===== src/lrw_pkg.sv =====
// ----------------------------------------------------------------------------
// lrw_pkg: shared types and constants for the laser ray to world point block
// Holds the fixed-point constants, status codes, register indexes and the
// records that travel down the pipeline and through the output queue.
// ----------------------------------------------------------------------------
package lrw_pkg;

	localparam int MAX_RAYS   = 4096;
	localparam int ANGLE_BITS = 16;
	localparam int PHASE_BITS = 24;

	localparam logic [PHASE_BITS-1:0] PHASE_MASK =
		PHASE_BITS'(((64'd1 << PHASE_BITS) - 64'd1) &
		~((64'd1 << (PHASE_BITS - ANGLE_BITS)) - 64'd1));

	localparam logic [30:0] SIN_C1 = 31'd1686629713;
	localparam logic [30:0] SIN_C3 = 31'd693598669;
	localparam logic [30:0] SIN_C5 = 31'd85569306;
	localparam logic [30:0] SIN_C7 = 31'd5026995;
	localparam logic [30:0] SIN_C9 = 31'd172272;
	localparam logic [31:0] Q30_ONE = 32'd1073741824;

	localparam logic [15:0] QUARTER_TURN = 16'h4000;

	localparam int OQ_DEPTH = 32;
	localparam int OQ_AW    = 5;

	typedef enum logic [1:0] {
		ST_OK    = 2'd0,
		ST_RANGE = 2'd1,
		ST_POSE  = 2'd2
	} status_t;

	typedef enum logic [2:0] {
		REG_START_ANGLE = 3'd0,
		REG_ANGLE_STEP  = 3'd1,
		REG_RANGE_FLOOR = 3'd2,
		REG_RANGE_CEIL  = 3'd3,
		REG_MOUNT_X     = 3'd4,
		REG_MOUNT_Y     = 3'd5,
		REG_MOUNT_YAW   = 3'd6
	} reg_idx_t;

	typedef struct packed {
		logic [11:0]        idx;
		status_t            status;
		logic               last;
		logic [15:0]        range;
		logic signed [31:0] pe;
		logic signed [31:0] pn;
	} meta_t;

	typedef struct packed {
		logic signed [31:0] east;
		logic signed [31:0] north;
		logic [11:0]        ray_number;
		status_t            status;
		logic               scan_end;
	} res_t;

endpackage


===== src/lrw_oq.sv =====
// ----------------------------------------------------------------------------
// lrw_oq: output queue for finished points
// A small register queue that absorbs every beat still in the pipeline when
// the receiver stalls, so the pipeline itself never has to stop.
// ----------------------------------------------------------------------------
module lrw_oq (
	input  logic           clk,
	input  logic           arst_n,
	input  logic           push,
	input  lrw_pkg::res_t  push_data,
	input  logic           pop,
	output logic           not_empty,
	output lrw_pkg::res_t  head
);

	lrw_pkg::res_t              mem [0:lrw_pkg::OQ_DEPTH-1];
	logic [lrw_pkg::OQ_AW-1:0] wr_ptr_q;
	logic [lrw_pkg::OQ_AW-1:0] rd_ptr_q;
	logic [lrw_pkg::OQ_AW:0]   fill_q;

	assign not_empty = (fill_q != '0);
	assign head      = mem[rd_ptr_q];

	always_ff @(posedge clk) begin
		if (push) begin
			mem[wr_ptr_q] <= push_data;
		end
	end

	always_ff @(posedge clk or negedge arst_n) begin
		if (!arst_n) begin
			wr_ptr_q <= '0;
			rd_ptr_q <= '0;
			fill_q   <= '0;
		end else begin
			if (push) begin
				wr_ptr_q <= wr_ptr_q + 1'b1;
			end
			if (pop) begin
				rd_ptr_q <= rd_ptr_q + 1'b1;
			end
			case ({push, pop})
				2'b10:   fill_q <= fill_q + 1'b1;
				2'b01:   fill_q <= fill_q - 1'b1;
				default: fill_q <= fill_q;
			endcase
		end
	end

endmodule


===== config.mk =====
export PLATFORM = sky130hd
export DESIGN_NAME = lrw_oq
export DESIGN_NICKNAME = d
export VERILOG_FILES = /design/src/lrw_pkg.sv /design/src/lrw_oq.sv
export SDC_FILE = /design/constraint.sdc
export NUM_CORES = 2
export LEC_CHECK = 0
export BUFFER_PORTS_ARGS = -buffer_cell sky130_fd_sc_hd__clkbuf_2
export CORE_AREA = 2 2 499 303
export CTS_BUF_LIST = sky130_fd_sc_hd__clkbuf_4
export CTS_CLUSTER_SIZE = 20
export DETAILED_ROUTE_END_ITERATION = 10
export DIE_AREA = 0 0 501 305
export PLACE_DENSITY = 0.78
export SLEW_MARGIN = 20
export SYNTH_ARGS = -nofsm -noshare
export SYNTH_HDL_FRONTEND = slang
export SYNTH_SLANG_ARGS = --single-unit

===== constraint.sdc =====
create_clock -name clk -period 13.8 [get_ports clk]
set_input_delay 0.69 -clock clk [delete_from_list [all_inputs] [get_ports clk]]
set_output_delay 0.69 -clock clk [all_outputs]
set_load 0.005 [all_outputs]

==> flow_summary_export.csv <==
group,metric,value,unit
routing,via_count,48355,
worst_setup_path,crit_path_start_kind,"flip-flop",
yosys,yosys.area_share.xor_xnor,0.119,%
cts,cts_hold_buf,83,
job,drv_cap,0,
yosys,syn-cell-area,0.0956,mm²
layout,post_route_cells_drive_above_1_share,34.1,%
floorplan,ios,163,
worst_setup_path,crit_arrival,6.03,ns
sta,fin_setup_tns,0,ns
routing,drt-initial-drc-count,7278,
floorplan,fp-row-count,110,
worst_setup_path,timing.critical_path.mode_cell,"buf_12",
cts,cts_made_buffers,568,
yosys,netlist-cell-type-count,42,
yosys,synthesis.yosys.warnings,0,
yosys,synth.net_count,4176,
worst_hold_path,hp-class,"in -> reg",
placed_design,io_buffers,162,
layout,layout.cells.most_common_list,"edfxtp_1 (2528), clkbuf_4 (830), mux4_2 (553), clkbuf_2 (162), mux2i_1 (160)",
cts,clock_path_buffers,4,
grt,antenna_violations_before_repair,9,
cts,cts.repair_timing.setup_buffer_count,0,
floorplan,dieArea,0.153,mm²
cts,clkTransAtPathRegs,0.07,ns
layout,area.sequential,0.0763,mm²
power,pwr_cell_area,195,mW/mm²
layout,layout.nets,4849,
yosys,synth.area.mux_share,14.7,%
yosys,avg_synthesized_cell_area,23.4,µm²
worst_setup_path,worstSetupEndpointType,"primary output",
layout,multi_input_comb_area,0.0184,mm²
sta,timing.final.setup_violations,0,
power,max-vdd-ir-drop,217,µV
sta,rsz_0062_raised_after_global_routing,"false",
yosys,synth_top_family_by_area,"multiplexers",
yosys,synth_enable_flop_cells,2528,
worst_setup_path,slowest_stage,"dfrtp_4",
yosys,post_synth_inst_count,4085,
routing,viasPerCell,6.81,
grt,grt_max_degree,183,
floorplan,core,0.149,mm²
routing,wl_per_cell,32.6,µm
floorplan,floorplan.die.width,501,µm
yosys,ys_dominant_reg_cell,"edfxtp_1",
cts,cts_sinks,2544,
cts,ctsResizeCount,0,
cts,ctsHtreeMaxLevel,6,
floorplan,fp.dieH,305,µm
sta,timing_max_transition_violations_final,0,
yosys,synth.ff_latch_count,2544,
worst_setup_path,critPathRequiredTime,13.11,ns
grt,via_count_of_the_first_global_routing_pass,48921,
yosys,synth_largest_area_cell,"edfxtp_1",
routing,first_pass_drt_iterations,6,
grt,global_route.usage.total,30.7,%
worst_setup_path,setup.worst_path.class,"reg -> out",
yosys,asyncSetResetFlopFracSynth,0.629,%
placed_design,gp_congestion,0.747,
status,result_of_the_run,"finished clean",
yosys,complex_gate_fraction_of_the_synthesized_area,3.56,%
placed_design,hpwl,110,mm
layout,layout.cells.most_common,"edfxtp_1",
cts,tritoncts,"built",
sta,postLayoutSetupSlackWorst,7.08,ns
sta,highest_attainable_clock_frequency,149,MHz
cts,clock_latency,1.33,ns
worst_setup_path,critical_path.max_stage_delay,0.86,ns
sta,final_min_period_over_clock_period,48.7,%
placed_design,post_dp_cell_area,0.0988,mm²
sta,tightest_slew,1.20,ns
yosys,yosys.area.top_type_share,79.4,%
power,leakage,34.2,nW
layout,syn2layout_area_growth,11.7,%
yosys,synth_adder_area_share,0.105,%
grt,gr-total-overflow,0,
routing,antenna_left,0,
floorplan,floorplan.initialDensity,64.3,%
worst_setup_path,crit_chain,"buf_12 > buf_12 > buf_6 > mux4_2 > a22oi_1 > a211oi_1 > clkbuf_2",
sta,final.setup_skew,0.0707,ns
yosys,synth.top_cells.by_area,"edfxtp_1 (79%), mux4_2 (13%), mux2i_1 (1.7%), o22ai_1 (1.0%), o221ai_1 (0.72%)",
layout,final_design_area_no_fill,0.107,mm²
grt,first_pass_grt_wire_length,333,mm
sta,post-route-min-period,6.72,ns
yosys,yosysSeqAreaShare,79.9,%
sta,max_slew_margin,19.6,%
layout,fillers,8351,
worst_setup_path,critical_path.max_fanout,120,
routing,routed_wirelength,232,mm
routing,detail_route.drc_violations,0,
yosys,post_synth_and_or_nand_nor_area_fraction,0.394,%
cts,ctsRootBufferMaster,"clkbuf_4",
placed_design,detailedPlace.worstSlack,8.02,ns
sta,final_number_of_hold_violating_endpoints,0,
-- layout make-up --
type / instances / area share (%)
Sequential cell: 2544 / 71.5
Multi-Input combinational cell: 1298 / 17.2
Clock buffer: 830 / 5.84
Timing Repair Buffer: 343 / 2.34
Tap cell: 1960 / 2.30
Clock inverter: 114 / 0.795
Antenna cell: 5 / 0.0117
Inverter: 3 / 0.0106
-- metrics by stage --
step	cells	power (mW)	util (%)	hold slack (ns)
floorplan	4085	13.1	-	0.394
global placement	6062	14.9	66.5	0.493
detailed placement	6065	15.0	66.5	0.515
CTS	7092	20.8	71.9	0.181
global route	7095	21.6	71.9	0.302
finish	7097	20.8	71.9	0.270
-- synthesized netlist by cell type (34+ instances only) --
cell type / count
edfxtp_1: 2528
nor2_1: 34
buf_4: 37
mux4_2: 553
o221ai_1: 79
clkbuf_1: 96
a22oi_1: 79
a21oi_1: 82
buf_2: 84
o22ai_1: 158
mux2i_1: 160
a211oi_1: 68
-- layer usage --
layer | part of all wire [%] | track usage (%)
met5 | 0.038 | 0
met4 | 2.9 | 10.9
met3 | 14 | 9.08
met2 | 46 | 44.4
met1 | 37 | 45.7
-- cells by family (layout without fill, tap and decap cells) --
logic type      Yosys count  in the layout
other cells               0              5
simple gates             75             75
compound gates          487            487
mux                     715            715
fa+ha+maj                 8              8
buf+inv                 243           1290
flops                  2544           2544
xor+xnor                 13             13
-- final timing paths --
kind	start	to	slack [ns]	depth (start not counted)
min reg2reg	fill_q[4]$_DFFE_PN0P_	fill_q[4]$_DFFE_PN0P_	0.53	1
max reg2reg	wr_ptr_q[0]$_DFFE_PN0P_	mem[20][1]$_DFFE_PP_	9.67	6
min	push	wr_ptr_q[0]$_DFFE_PN0P_	0.27	3
max in group asynchronous	arst_n	rd_ptr_q[0]$_DFFE_PN0P_	12.34	3
min in group asynchronous	arst_n	fill_q[3]$_DFFE_PN0P_	0.67	3
max	rd_ptr_q[0]$_DFFE_PN0P_	head[51]	7.08	7
-- flip-flops by register name, summed over array words and instances, names as in the netlist --
signal    flops
fill_q        6
mem        2528
rd_ptr_q      5
wr_ptr_q      5
-- where the power goes --
part           internal, mW  leakage (nW)  switching (mW)
clock network          3.01          4.24            2.84
logic                  2.39          7.02            3.30
registers              8.97          23.0           0.242
-- critical path: cells and delay by family, from the launching register on --
kind | cells | cell delay, ns
DFF | 1 | 0.86
muxes | 1 | 0.36
AOI/OAI and AO/OA | 2 | 0.73
buffers and inverters | 4 | 2.49
(Power assumes the default switching activity.)
